===== config.mk =====
export PLATFORM = sky130hd
export DESIGN_NAME = pwm_input_duty_frequency_meter_core
export DESIGN_NICKNAME = d
export VERILOG_FILES = /design/src/rtl/pdfm_pkg.sv /design/src/rtl/pdfm_regs.sv /design/src/rtl/pdfm_div.sv /design/src/rtl/pdfm_datapath.sv /design/src/rtl/pdfm_ctrl.sv /design/src/rtl/pwm_input_duty_frequency_meter_core.sv
export SDC_FILE = /design/constraint.sdc
export NUM_CORES = 1
export LEC_CHECK = 0
export BUFFER_PORTS_ARGS = -buffer_cell sky130_fd_sc_hd__buf_2
export CAP_MARGIN = 5
export CORE_MARGIN = 2
export CORE_UTILIZATION = 40
export CTS_BUF_LIST = sky130_fd_sc_hd__clkbuf_16
export DETAILED_ROUTE_END_ITERATION = 8
export SYNTH_ARGS = -nofsm -noshare
export SYNTH_HDL_FRONTEND = slang
export SYNTH_SLANG_ARGS = --single-unit

===== constraint.sdc =====
create_clock -name clk -period 5.55 [get_ports clk]
set_clock_uncertainty 0.15 [all_clocks]
set_input_delay 0.2775 -clock clk [delete_from_list [all_inputs] [get_ports clk]]
set_output_delay 0.2775 -clock clk [all_outputs]
set_load 0.005 [all_outputs]

===== src/rtl/pdfm_pkg.sv =====
package pdfm_pkg;

  localparam int CNT_W  = 16;  // tick counter and capture width
  localparam int CLK_W  = 24;  // clock_hz register
  localparam int CODE_W = 3;   // prescale code
  localparam int PSC_W  = 10;  // prescaler count
  localparam int SHF_W  = 4;   // prescaler shift amount
  localparam int DUTY_W = 7;
  localparam int NUM_W  = 24;  // divider dividend and quotient
  localparam int ADDR_W = 4;
  localparam int DATA_W = 32;
  localparam int IDX_W  = ADDR_W - 2;

  localparam logic [NUM_W-1:0] DUTY_SCALE   = NUM_W'(100);
  localparam logic [CLK_W-1:0] CLOCK_HZ_RST = CLK_W'(16000000);

  // register indexes (byte address = 4 * index)
  localparam logic [IDX_W-1:0] REG_CLOCK_HZ = IDX_W'(0);
  localparam logic [IDX_W-1:0] REG_PRESCALE = IDX_W'(1);
  localparam logic [IDX_W-1:0] REG_RUN      = IDX_W'(2);

  // prescale codes
  localparam logic [CODE_W-1:0] PSC_DIV8    = CODE_W'(1);
  localparam logic [CODE_W-1:0] PSC_DIV64   = CODE_W'(2);
  localparam logic [CODE_W-1:0] PSC_DIV256  = CODE_W'(3);
  localparam logic [CODE_W-1:0] PSC_DIV1024 = CODE_W'(4);

  typedef struct packed {
    logic [CLK_W-1:0]  clock_hz;
    logic [CODE_W-1:0] prescale_code;
    logic              run_enable;
    logic              recalc;    // clock or prescale written
  } cfg_t;

  typedef struct packed {
    logic take;        // input request accepted this cycle
    logic div_start;
    logic div_freq;    // 1: frequency operands, 0: duty operands
    logic store_duty;
    logic store_freq;
    logic load_out;
  } cmd_t;

  typedef struct packed {
    logic cap;         // current request captures an edge
    logic div_done;
  } sts_t;

  // divisor minus one
  function automatic logic [PSC_W-1:0] psc_limit(input logic [CODE_W-1:0] code);
    logic [PSC_W-1:0] lim;
    unique case (code)
      PSC_DIV8:    lim = PSC_W'(7);
      PSC_DIV64:   lim = PSC_W'(63);
      PSC_DIV256:  lim = PSC_W'(255);
      PSC_DIV1024: lim = PSC_W'(1023);
      default:     lim = '0;
    endcase
    return lim;
  endfunction

  // log2 of divisor
  function automatic logic [SHF_W-1:0] psc_shift(input logic [CODE_W-1:0] code);
    logic [SHF_W-1:0] sh;
    unique case (code)
      PSC_DIV8:    sh = SHF_W'(3);
      PSC_DIV64:   sh = SHF_W'(6);
      PSC_DIV256:  sh = SHF_W'(8);
      PSC_DIV1024: sh = SHF_W'(10);
      default:     sh = '0;
    endcase
    return sh;
  endfunction

endpackage


===== src/rtl/pdfm_regs.sv =====
module pdfm_regs import pdfm_pkg::*; (
  input  logic              clk,
  input  logic              rst_n,
  input  logic              psel,
  input  logic              penable,
  input  logic              pwrite,
  input  logic [ADDR_W-1:0] paddr,
  input  logic [DATA_W-1:0] pwdata,
  output logic [DATA_W-1:0] prdata,
  output logic              pready,
  output cfg_t              cfg
);

  logic [CLK_W-1:0]  clock_hz_r;
  logic [CODE_W-1:0] prescale_r;
  logic              run_r;
  logic              recalc_r;
  logic              wr;
  logic [IDX_W-1:0]  idx;

  assign pready = 1'b1;
  assign wr     = psel & penable & pwrite;
  assign idx    = paddr[ADDR_W-1:2];

  always_ff @(posedge clk) begin
    if (!rst_n) begin
      clock_hz_r <= CLOCK_HZ_RST;
      prescale_r <= '0;
      run_r      <= 1'b0;
      recalc_r   <= 1'b0;
    end else begin
      recalc_r <= 1'b0;
      if (wr) begin
        priority if (idx == REG_CLOCK_HZ) begin
          clock_hz_r <= pwdata[CLK_W-1:0];
          recalc_r   <= 1'b1;
        end else if (idx == REG_PRESCALE) begin
          prescale_r <= pwdata[CODE_W-1:0];
          recalc_r   <= 1'b1;
        end else if (idx == REG_RUN) begin
          run_r <= pwdata[0];
        end
      end
    end
  end

  always_comb begin
    prdata = '0;
    priority if (idx == REG_CLOCK_HZ) begin
      prdata = DATA_W'(clock_hz_r);
    end else if (idx == REG_PRESCALE) begin
      prdata = DATA_W'(prescale_r);
    end else if (idx == REG_RUN) begin
      prdata = DATA_W'(run_r);
    end
  end

  assign cfg.clock_hz      = clock_hz_r;
  assign cfg.prescale_code = prescale_r;
  assign cfg.run_enable    = run_r;
  assign cfg.recalc        = recalc_r;

endmodule


===== src/rtl/pdfm_div.sv =====
module pdfm_div import pdfm_pkg::*; (
  input  logic             clk,
  input  logic             rst_n,
  input  logic             start,
  input  logic [NUM_W-1:0] num,
  input  logic [CNT_W-1:0] den,
  output logic [NUM_W-1:0] quo,
  output logic             done
);

  localparam int ITER_W = $clog2(NUM_W + 1);

  logic [CNT_W-1:0]  rem_r, rem_nxt;
  logic [NUM_W-1:0]  quo_r;
  logic [CNT_W-1:0]  den_r;
  logic [ITER_W-1:0] cnt_r;
  logic              busy_r;
  logic              done_r;
  logic [CNT_W:0]    sh;
  logic              ge;

  // restoring division, one quotient bit per cycle
  always_comb begin
    sh      = {rem_r, quo_r[NUM_W-1]};
    ge      = sh >= {1'b0, den_r};
    rem_nxt = ge ? CNT_W'(sh - {1'b0, den_r}) : sh[CNT_W-1:0];
  end

  always_ff @(posedge clk) begin
    if (!rst_n) begin
      busy_r <= 1'b0;
      done_r <= 1'b0;
      cnt_r  <= '0;
    end else begin
      done_r <= 1'b0;
      if (start) begin
        busy_r <= 1'b1;
        cnt_r  <= ITER_W'(NUM_W);
      end else if (busy_r) begin
        cnt_r <= cnt_r - ITER_W'(1);
        if (cnt_r == ITER_W'(1)) begin
          busy_r <= 1'b0;
          done_r <= 1'b1;
        end
      end
    end
  end

  always_ff @(posedge clk) begin
    if (start) begin
      rem_r <= '0;
      quo_r <= num;
      den_r <= den;
    end else if (busy_r) begin
      rem_r <= rem_nxt;
      quo_r <= {quo_r[NUM_W-2:0], ge};
    end
  end

  assign quo  = quo_r;
  assign done = done_r;

endmodule


===== src/rtl/pdfm_datapath.sv =====
module pdfm_datapath import pdfm_pkg::*; (
  input  logic              clk,
  input  logic              rst_n,
  input  logic              in_signal_level,
  input  logic              in_clear_count,
  input  cfg_t              cfg,
  input  cmd_t              cmd,
  output sts_t              sts,
  output logic [CNT_W-1:0]  out_count_value,
  output logic [DUTY_W-1:0] out_duty_percent,
  output logic [CLK_W-1:0]  out_frequency_hz,
  output logic              out_status
);

  logic [CNT_W-1:0]  tick_r, tick_nxt;
  logic [PSC_W-1:0]  psc_r, psc_nxt;
  logic              phase_r, phase_nxt;
  logic              prev_r;
  logic [CNT_W-1:0]  low_r, low_nxt;
  logic [CNT_W-1:0]  period_r, period_nxt;
  logic              cap_low, cap_per, carry, clr;
  logic [DUTY_W-1:0] duty_r;
  logic [CLK_W-1:0]  freq_r;
  logic [CNT_W-1:0]  diff;
  logic [NUM_W-1:0]  num_duty, num_freq, div_num;
  logic [NUM_W-1:0]  div_q;
  logic              div_done;
  logic              complete;

  always_comb begin
    cap_low    = !phase_r & !prev_r & in_signal_level;
    cap_per    = phase_r & prev_r & !in_signal_level;
    low_nxt    = cap_low ? tick_r : low_r;
    period_nxt = cap_per ? tick_r : period_r;
    phase_nxt  = cap_low | (phase_r & !cap_per);

    carry   = 1'b0;
    psc_nxt = psc_r;
    if (cfg.run_enable) begin
      if (psc_r >= psc_limit(cfg.prescale_code)) begin
        psc_nxt = '0;
        carry   = 1'b1;
      end else begin
        psc_nxt = psc_r + PSC_W'(1);
      end
    end

    // a period capture or a count clear restarts the count and swallows this tick's carry
    clr = in_clear_count | cap_per;
    priority if (clr) begin
      tick_nxt = '0;
    end else if (carry) begin
      tick_nxt = tick_r + CNT_W'(1);
    end else begin
      tick_nxt = tick_r;
    end
  end

  assign sts.cap = cap_low | cap_per;

  always_ff @(posedge clk) begin
    if (!rst_n) begin
      tick_r   <= '0;
      psc_r    <= '0;
      phase_r  <= 1'b0;
      prev_r   <= 1'b0;
      low_r    <= '0;
      period_r <= '0;
    end else if (cmd.take) begin
      tick_r   <= tick_nxt;
      psc_r    <= psc_nxt;
      phase_r  <= phase_nxt;
      prev_r   <= in_signal_level;
      low_r    <= low_nxt;
      period_r <= period_nxt;
    end
  end

  // divider operands; low above period gives zero duty
  always_comb begin
    diff     = (period_r > low_r) ? (period_r - low_r) : '0;
    num_duty = NUM_W'(NUM_W'(diff) * DUTY_SCALE);
    num_freq = NUM_W'(cfg.clock_hz >> psc_shift(cfg.prescale_code));
    div_num  = cmd.div_freq ? num_freq : num_duty;
  end

  pdfm_div u_div (
    .clk   (clk),
    .rst_n (rst_n),
    .start (cmd.div_start),
    .num   (div_num),
    .den   (period_r),
    .quo   (div_q),
    .done  (div_done)
  );

  assign sts.div_done = div_done;

  always_ff @(posedge clk) begin
    if (cmd.store_duty) begin
      duty_r <= div_q[DUTY_W-1:0];
    end
    if (cmd.store_freq) begin
      freq_r <= div_q[CLK_W-1:0];
    end
  end

  assign complete = (low_r != '0) && (period_r != '0);

  always_ff @(posedge clk) begin
    if (cmd.load_out) begin
      out_count_value  <= cmd.take ? tick_nxt : tick_r;
      out_duty_percent <= complete ? duty_r : '0;
      out_frequency_hz <= complete ? freq_r : '0;
      out_status       <= !complete;
    end
  end

endmodule


===== src/rtl/pdfm_ctrl.sv =====
module pdfm_ctrl import pdfm_pkg::*; (
  input  logic clk,
  input  logic rst_n,
  input  logic in_valid,
  output logic in_ready,
  output logic out_valid,
  input  logic out_ready,
  input  cfg_t cfg,
  input  sts_t sts,
  output cmd_t cmd
);

  typedef enum logic [4:0] {
    S_IDLE     = 5'b00001,
    S_DUTY_GO  = 5'b00010,
    S_DUTY_RUN = 5'b00100,
    S_FREQ_RUN = 5'b01000,
    S_DONE     = 5'b10000
  } state_t;

  state_t st_r, st_nxt;
  logic   out_valid_r, out_valid_nxt;
  logic   dirty_r, dirty_nxt;
  logic   pend_r, pend_nxt;
  logic   out_free;

  assign out_free = !out_valid_r | out_ready;

  always_comb begin
    st_nxt   = st_r;
    pend_nxt = pend_r;
    cmd      = '0;
    in_ready = 1'b0;
    dirty_nxt = dirty_r;
    unique case (st_r)
      S_IDLE: begin
        // hold off while a config write is still on its way to dirty_r
        in_ready = !dirty_r & !cfg.recalc & out_free;
        cmd.take = in_valid & in_ready;
        if (dirty_r) begin
          // config changed: refresh the stored results, nothing to deliver
          dirty_nxt = 1'b0;
          pend_nxt  = 1'b0;
          st_nxt    = S_DUTY_GO;
        end else if (cmd.take) begin
          if (sts.cap) begin
            pend_nxt = 1'b1;
            st_nxt   = S_DUTY_GO;
          end else begin
            cmd.load_out = 1'b1;
          end
        end
      end
      S_DUTY_GO: begin
        cmd.div_start = 1'b1;
        st_nxt        = S_DUTY_RUN;
      end
      S_DUTY_RUN: begin
        if (sts.div_done) begin
          cmd.store_duty = 1'b1;
          cmd.div_start  = 1'b1;
          cmd.div_freq   = 1'b1;
          st_nxt         = S_FREQ_RUN;
        end
      end
      S_FREQ_RUN: begin
        if (sts.div_done) begin
          cmd.store_freq = 1'b1;
          st_nxt         = pend_r ? S_DONE : S_IDLE;
        end
      end
      S_DONE: begin
        if (out_free) begin
          cmd.load_out = 1'b1;
          st_nxt       = S_IDLE;
        end
      end
      default: begin
        st_nxt = S_IDLE;
      end
    endcase
    if (cfg.recalc) begin
      dirty_nxt = 1'b1;
    end
    out_valid_nxt = cmd.load_out | (out_valid_r & !out_ready);
  end

  always_ff @(posedge clk) begin
    if (!rst_n) begin
      st_r        <= S_IDLE;
      out_valid_r <= 1'b0;
      dirty_r     <= 1'b0;
      pend_r      <= 1'b0;
    end else begin
      st_r        <= st_nxt;
      out_valid_r <= out_valid_nxt;
      dirty_r     <= dirty_nxt;
      pend_r      <= pend_nxt;
    end
  end

  assign out_valid = out_valid_r;

`ifndef NO_ASSERTIONS
  a_cap_starts_calc: assert property (@(posedge clk) disable iff (!rst_n)
    cmd.take && sts.cap |=> st_r == S_DUTY_GO)
    else $error("capture did not start a recalculation");

  a_plain_delivers: assert property (@(posedge clk) disable iff (!rst_n)
    cmd.take && !sts.cap |=> out_valid_r && st_r == S_IDLE)
    else $error("plain request not delivered next cycle");

  a_done_expected: assert property (@(posedge clk) disable iff (!rst_n)
    sts.div_done |-> (st_r == S_DUTY_RUN || st_r == S_FREQ_RUN))
    else $error("divider finished while not awaited");

  a_no_take_busy: assert property (@(posedge clk) disable iff (!rst_n)
    st_r == S_DUTY_GO |=> !cmd.take)
    else $error("request accepted during recalculation");
`endif

endmodule


===== src/rtl/pwm_input_duty_frequency_meter_core.sv =====
// PWM input meter: one request per system clock tick carries the sampled signal level and a
// counter clear; every request returns the tick count, and once a low time and a period have
// both been captured, the duty in percent and the frequency in hertz. A request that captures
// no edge is answered in the following cycle, and the next request can follow at once unless
// output is stalled. A request that captures a rising or falling edge holds off input while
// one shared 24-step restoring divider works out the duty and then the frequency; a write to
// clock_hz or prescale_code runs the same recalculation before the next request is taken.
module pwm_input_duty_frequency_meter_core import pdfm_pkg::*; (
  input  logic              clk,
  input  logic              rst_n,
  input  logic              in_valid,
  output logic              in_ready,
  input  logic              in_signal_level,
  input  logic              in_clear_count,
  output logic              out_valid,
  input  logic              out_ready,
  output logic [CNT_W-1:0]  out_count_value,
  output logic [DUTY_W-1:0] out_duty_percent,
  output logic [CLK_W-1:0]  out_frequency_hz,
  output logic              out_status,
  input  logic              psel,
  input  logic              penable,
  input  logic              pwrite,
  input  logic [ADDR_W-1:0] paddr,
  input  logic [DATA_W-1:0] pwdata,
  output logic [DATA_W-1:0] prdata,
  output logic              pready
);

  cfg_t cfg;
  cmd_t cmd;
  sts_t sts;

  pdfm_regs u_regs (
    .clk     (clk),
    .rst_n   (rst_n),
    .psel    (psel),
    .penable (penable),
    .pwrite  (pwrite),
    .paddr   (paddr),
    .pwdata  (pwdata),
    .prdata  (prdata),
    .pready  (pready),
    .cfg     (cfg)
  );

  pdfm_ctrl u_ctrl (
    .clk       (clk),
    .rst_n     (rst_n),
    .in_valid  (in_valid),
    .in_ready  (in_ready),
    .out_valid (out_valid),
    .out_ready (out_ready),
    .cfg       (cfg),
    .sts       (sts),
    .cmd       (cmd)
  );

  pdfm_datapath u_dp (
    .clk              (clk),
    .rst_n            (rst_n),
    .in_signal_level  (in_signal_level),
    .in_clear_count   (in_clear_count),
    .cfg              (cfg),
    .cmd              (cmd),
    .sts              (sts),
    .out_count_value  (out_count_value),
    .out_duty_percent (out_duty_percent),
    .out_frequency_hz (out_frequency_hz),
    .out_status       (out_status)
  );

endmodule


======== Word level (Yosys, flattened, before mapping) ========
Cells that the tools add are included.
Widths: inputs -> output; s select.
storage, ports and cells
  register bits ........................... 239
  bits in latches ......................... 0
  memory bits (writable) .................. 0
  bits in read-only memories .............. 0
  input bits .............................. 45
  logic and storage cells ................. 152
  memories kept ........................... 0
cells by class
  add/sub/neg operators ................... 5
  multipliers ............................. 1
  divide/modulo/power cells ............... 0
  order comparisons ....................... 3
  equality and inequality tests ........... 17
  shift operators ......................... 1
  muxes and demuxes ....................... 50
  bitwise gates (word level) .............. 20
  reductions and logical operators ........ 28
operators with widths
  kind                   count
  $mux 16                5
  $mux 24                3
  $mux 32                2
  $mux 5                 9
  $pmux 10 s4            1
  $reduce_bool 16->1     2
  $sub 16x16->16         2
  $pmux 5 s5             1
  $shr 24x4->24          1
  $mux 1                 22
  $mul 16x5->21 const B  1
  $mux 10                2
  $ge 17x16->1           1
  $add 16x1->16 const B  1
  $gt 16x16->1           1
  $pmux 4 s4             1
  $and 1x1->1            11
  $add 10x1->10 const B  1
  $eq 5x1->1 const B     2
  $ge 10x10->1           1
  $reduce_and 2->1       5
  $logic_not 1->1        9
  $reduce_bool 2->1      4
  $eq 3x2->1 const B     2
  24 further kinds       35

======== Depth between registers and ports, before layout ========
  word-level depth ........................ 9
  depth in mapped cells ................... 24

======== Hierarchy ========
A second synthesis with hierarchy kept.
second synthesis, totals
  cell total of the unflattened synthesis .. 1,607
  area total of the unflattened synthesis .. 15,229.6 um^2
by module, submodules not included
  module         instances  cells each  area an instance (um^2)  seq. area each (um^2)
  pdfm_datapath  1          1,033       9,519.1                  3,573.4
  pdfm_div       1          339         3,703.6                  1,661.6
  pdfm_regs      1          170         1,473.9                  580.6
  pdfm_ctrl      1          65          533.0                    160.2

======== Worst setup path after synthesis ========
No wires, ideal clock.
  path type ............................... register to register
  start point ............................. register u_dp.period_r[0]
  end point ............................... register u_dp.u_div.quo_r[22] (netlist: u_dp.u_div.quo[22]), data pin
  setup time .............................. 0.269 ns
  data arrival time ....................... 5.226 ns
  slack ................................... -0.095 ns
  cell stages (with the launch flop) ...... 23
  buffers on the path ..................... 1
  clock period less this slack ............ 5.645 ns
  cells stage by stage .................... dfxtp_1 > inv_1 > ha_1 > fa_1 > nor2b_1 > o21ai_0 > o211ai_1 > a31oi_1 > clkbuf_1 > a2111oi_0 > ha_1 > ha_1 > inv_1 > fa_1 > inv_1 > ha_1 > nand2_1 > o211ai_1 > a2111oi_0 > or3_1 > a31oi_1 > mux2i_1 > o21ai_0
on the way
  word-level cells in the longest chain between the ends .. 5
  elaborated cells on any way between the ends .. 6
ends and longest elaborated chain
  item                                            RTL line             RTL
  start, declared                                 pdfm_datapath.sv:20  logic [CNT_W-1:0] period_r, period_nxt;
  start signal, assigned                          pdfm_datapath.sv:75  period_r <= period_nxt;
  $sub 16x16->16 or $gt 16x16->1 (tied branches)  pdfm_datapath.sv:81  diff = (period_r > low_r) ? (period_r - low_r) : '0;
  $mux 16 (*)                                     pdfm_datapath.sv:81
  $mul 16x5->21 (*)                               pdfm_datapath.sv:82  num_duty = NUM_W'(NUM_W'(diff) * DUTY_SCALE);
  $mux 24 (*)                                     pdfm_datapath.sv:84  div_num = cmd.div_freq ? num_freq : num_duty;
  $mux 24 (*)                                     pdfm_div.sv:50       if (start) begin
  end signal, assigned                            pdfm_div.sv:52       quo_r <= num;
  end signal, assigned                            pdfm_div.sv:56       quo_r <= {quo_r[NUM_W-2:0], ge};
  end, declared                                   pdfm_div.sv:14       logic [NUM_W-1:0] quo_r;
Mark *: on every way between the ends. The rest lies on a longest branch, timed or not.
A chain may end at the register's enable or synchronous reset.

======== Worst setup path in the final report ========
Ends and elaborated chain as after synthesis.

==> qor.yml <==
status: "complete, no violations"
tns_ns: 0
cts_buffer_depth: 3
yosys_register_bits: 239
fmax_mhz: 183
worst-slew-pin-transition_ns: 1.16
syn_area_um2: 14200
final_common_cell: "nand2_1"
start_util: 0.408
worst_ep_arrival_time_ns: 5.57
drc: 0
finalSetupViolations: 0
grt_max_degree: 53
slew_violations: 0
hold_slack_ns: 0.0649
port_buffers: 108
viasPerCell: 5.34
dp_worst_setup_slack_ns: -0.107
die_w_um: 192
hold_viol_final: 0
cap_violations: 0
io_pins: 128
clock-sinks: 239
cts_buffers: 26
synth_edf_count: 119
path_clk_slew_ns: 0.06
cp_max_fo: 4
period_share: 0.986
area_growth_pct: 20.1
htreeDepth: 1
grt_pass1_wl_mm: 56.5
coreArea_um2: 34700
n_antenna_cell: 0
grt_overflow: 0
finalCriticalPeriod_ns: 5.47
wl_mm: 35.8
synth.yosys.seq_area_share: 0.422
wl_per_cell_um: 16.6
synthFlopType: "dfxtp_1"
hold_path_class: "in -> reg"
clock_latency_ns: 0.55
nets: 1833
cts_tree: "built"
num_rows: 68
ys_warn_count: 0
layout_setup_ws_ns: 0.0798
drt_pass1_iterations: 6
vias: 11500
fp.dieH_um: 192
crit_path_end_kind: "flop"
vdd_ir_drop_max_uv: 281
power.leakage_nw: 6.99
clock_tree.root_cell: "clkbuf_16"
grt_pass1_vias: 10800
place_congestion: 0.871
p_total_mw: 5.04
rsz0062_at_grt: "yes"
drtAntennaViolNets: 0
critPathKind: "reg -> reg"
antenna_found_initial: 0
mostFrequentLayoutCells: "165 x nand2_1, 119 x edfxtp_1, 116 x dfxtp_1"
synth_cell_type_count: 74
synth.avg_cell_area_um2: 9.29
grt_usage: 0.190
p_per_area_nw_per_um2: 296
postSynth.asyncResetShare: 0
startpoint_type: "flop"
crit_required_ns: 5.65
layout-drive-gt1-share: 0.174
hpwl_mm: 26.0
slew_headroom: 0.223
drt_iter0_drc: 682
design.die.area_um2: 36900
netlist_instances: 1526
==> state kept, by name (all words and copies together), names as in the netlist, 3 cells and up <==
register	flops
u_dp.u_div.cnt_r	5
u_regs.clock_hz_r	24
u_dp.out_duty_percent	7
u_dp.low_r	16
u_dp.period_r	16
u_dp.out_frequency_hz	24
u_dp.freq_r	24
u_dp.tick_r	16
u_dp.out_count_value	16
u_dp.duty_r	7
u_dp.psc_r	10
u_ctrl.st_r	5
u_regs.prescale_r	3
u_dp.u_div.den_r	16
u_dp.u_div.quo	24
u_dp.u_div.rem_r	16
==> synth_stat cells, drive strengths merged (14+ instances only) <==
cell type / n / area (um^2)
buf: 20 / 118
o211ai: 21 / 158
xor2: 40 / 350
edfxtp: 119 / 3570
nand4: 28 / 175
a31oi: 14 / 87.6
o21ai: 78 / 390
nor2b: 21 / 131
ha: 95 / 1190
inv: 94 / 353
nor3: 21 / 105
a21boi: 57 / 428
mux2i: 31 / 310
nor2: 102 / 398
xnor2: 27 / 236
o21a: 14 / 105
and2: 36 / 225
dfxtp: 120 / 2400
a21oi: 56 / 280
nand2: 166 / 623
and3: 45 / 282
clkbuf: 70 / 263
nand3: 66 / 330
==> through the flow <==
stage | instance area, um^2 | utilization | cells
final | 17000 | 0.490 | 2155
after CTS | 16600 | 0.478 | 2147
after detailed placement | 15400 | 0.445 | 2070
after global placement | 15400 | 0.445 | 2070
after floorplan | 14200 | - | 1533
after global routing | 17000 | 0.490 | 2155
==> power by group <==
part | internal (mW) | switching [mW] | leakage, nW
Sequential | 2.10 | 0.113 | 2.07
Clock | 0.996 | 0.706 | 0.436
Combinational | 0.448 | 0.676 | 4.48
==> worst max-delay path, stage by stage, from the launching register on <==
cell	delay, ns
dfxtp_1	0.32
inv_1	0.04
ha_2	0.19
fa_2	0.36
nor2b_2	0.16
o21ai_2	0.08
o211ai_1	0.18
buf_4	0.16
a31oi_4	0.09
buf_6	0.16
nor2_4	0.11
buf_4	0.12
and2_4	0.14
ha_1	0.23
ha_1	0.29
inv_1	0.06
fa_1	0.51
inv_2	0.05
ha_4	0.26
nand2_2	0.06
o211ai_1	0.35
a2111oi_4	0.13
or3_4	0.45
a31oi_4	0.20
mux2i_1	0.23
o21ai_1	0.08
==> what timing repair did <==
action                                 CTS  global route
gates cloned                             0             1
hold buffers                            27             0
resized for setup                        6            72
buffers inserted                         2             7
endpoints found under the hold margin   30             0
pin swaps                                4            19
setup endpoints to repair                7            13
==> layout make-up <==
cell class,count,area [um^2]
inverter,94,353
clock buffer,28,701
tap,455,569
timing repair buffer,209,1390
multi-input combinational,1110,7890
sequential,239,5980
clock inverter,20,143
fill,3305,17700
==> path summary, 6_finish.rpt <==
check	start	to	slack, ns	cells past startpoint
worst max-delay path	u_dp.period_r[0]$_SDFFE_PN0P_	u_dp.u_div.quo[22]$_DFFE_PP_	0.08	25
worst min-delay path	rst_n	u_regs.clock_hz_r[13]$_SDFFE_PN1P_	0.06	2
worst max register to register	u_dp.period_r[0]$_SDFFE_PN0P_	u_dp.u_div.quo[22]$_DFFE_PP_	0.08	25
worst min register to register	u_dp.u_div.quo[9]$_DFFE_PP_	u_dp.freq_r[9]$_DFFE_PP_	0.32	0
==> layer usage <==
metal / wire (um) / track usage
met1: 17200 / 0.277
met2: 16000 / 0.301
met3: 1960 / 0.0223
met4: 701 / 0.0452
met5: 0 / 0
==> cells by family after synthesis <==
logic type | after synthesis | share of synthesized area
simple gates | 553 | 0.195
compound gates | 337 | 0.159
flops | 239 | 0.422
buf+inv | 184 | 0.0517
fa+ha+maj | 108 | 0.102
xor+xnor | 67 | 0.0414
mux | 36 | 0.0283
other cells | 2 | 0.000530
No activity file was read; power rests on OpenSTA's default activity.
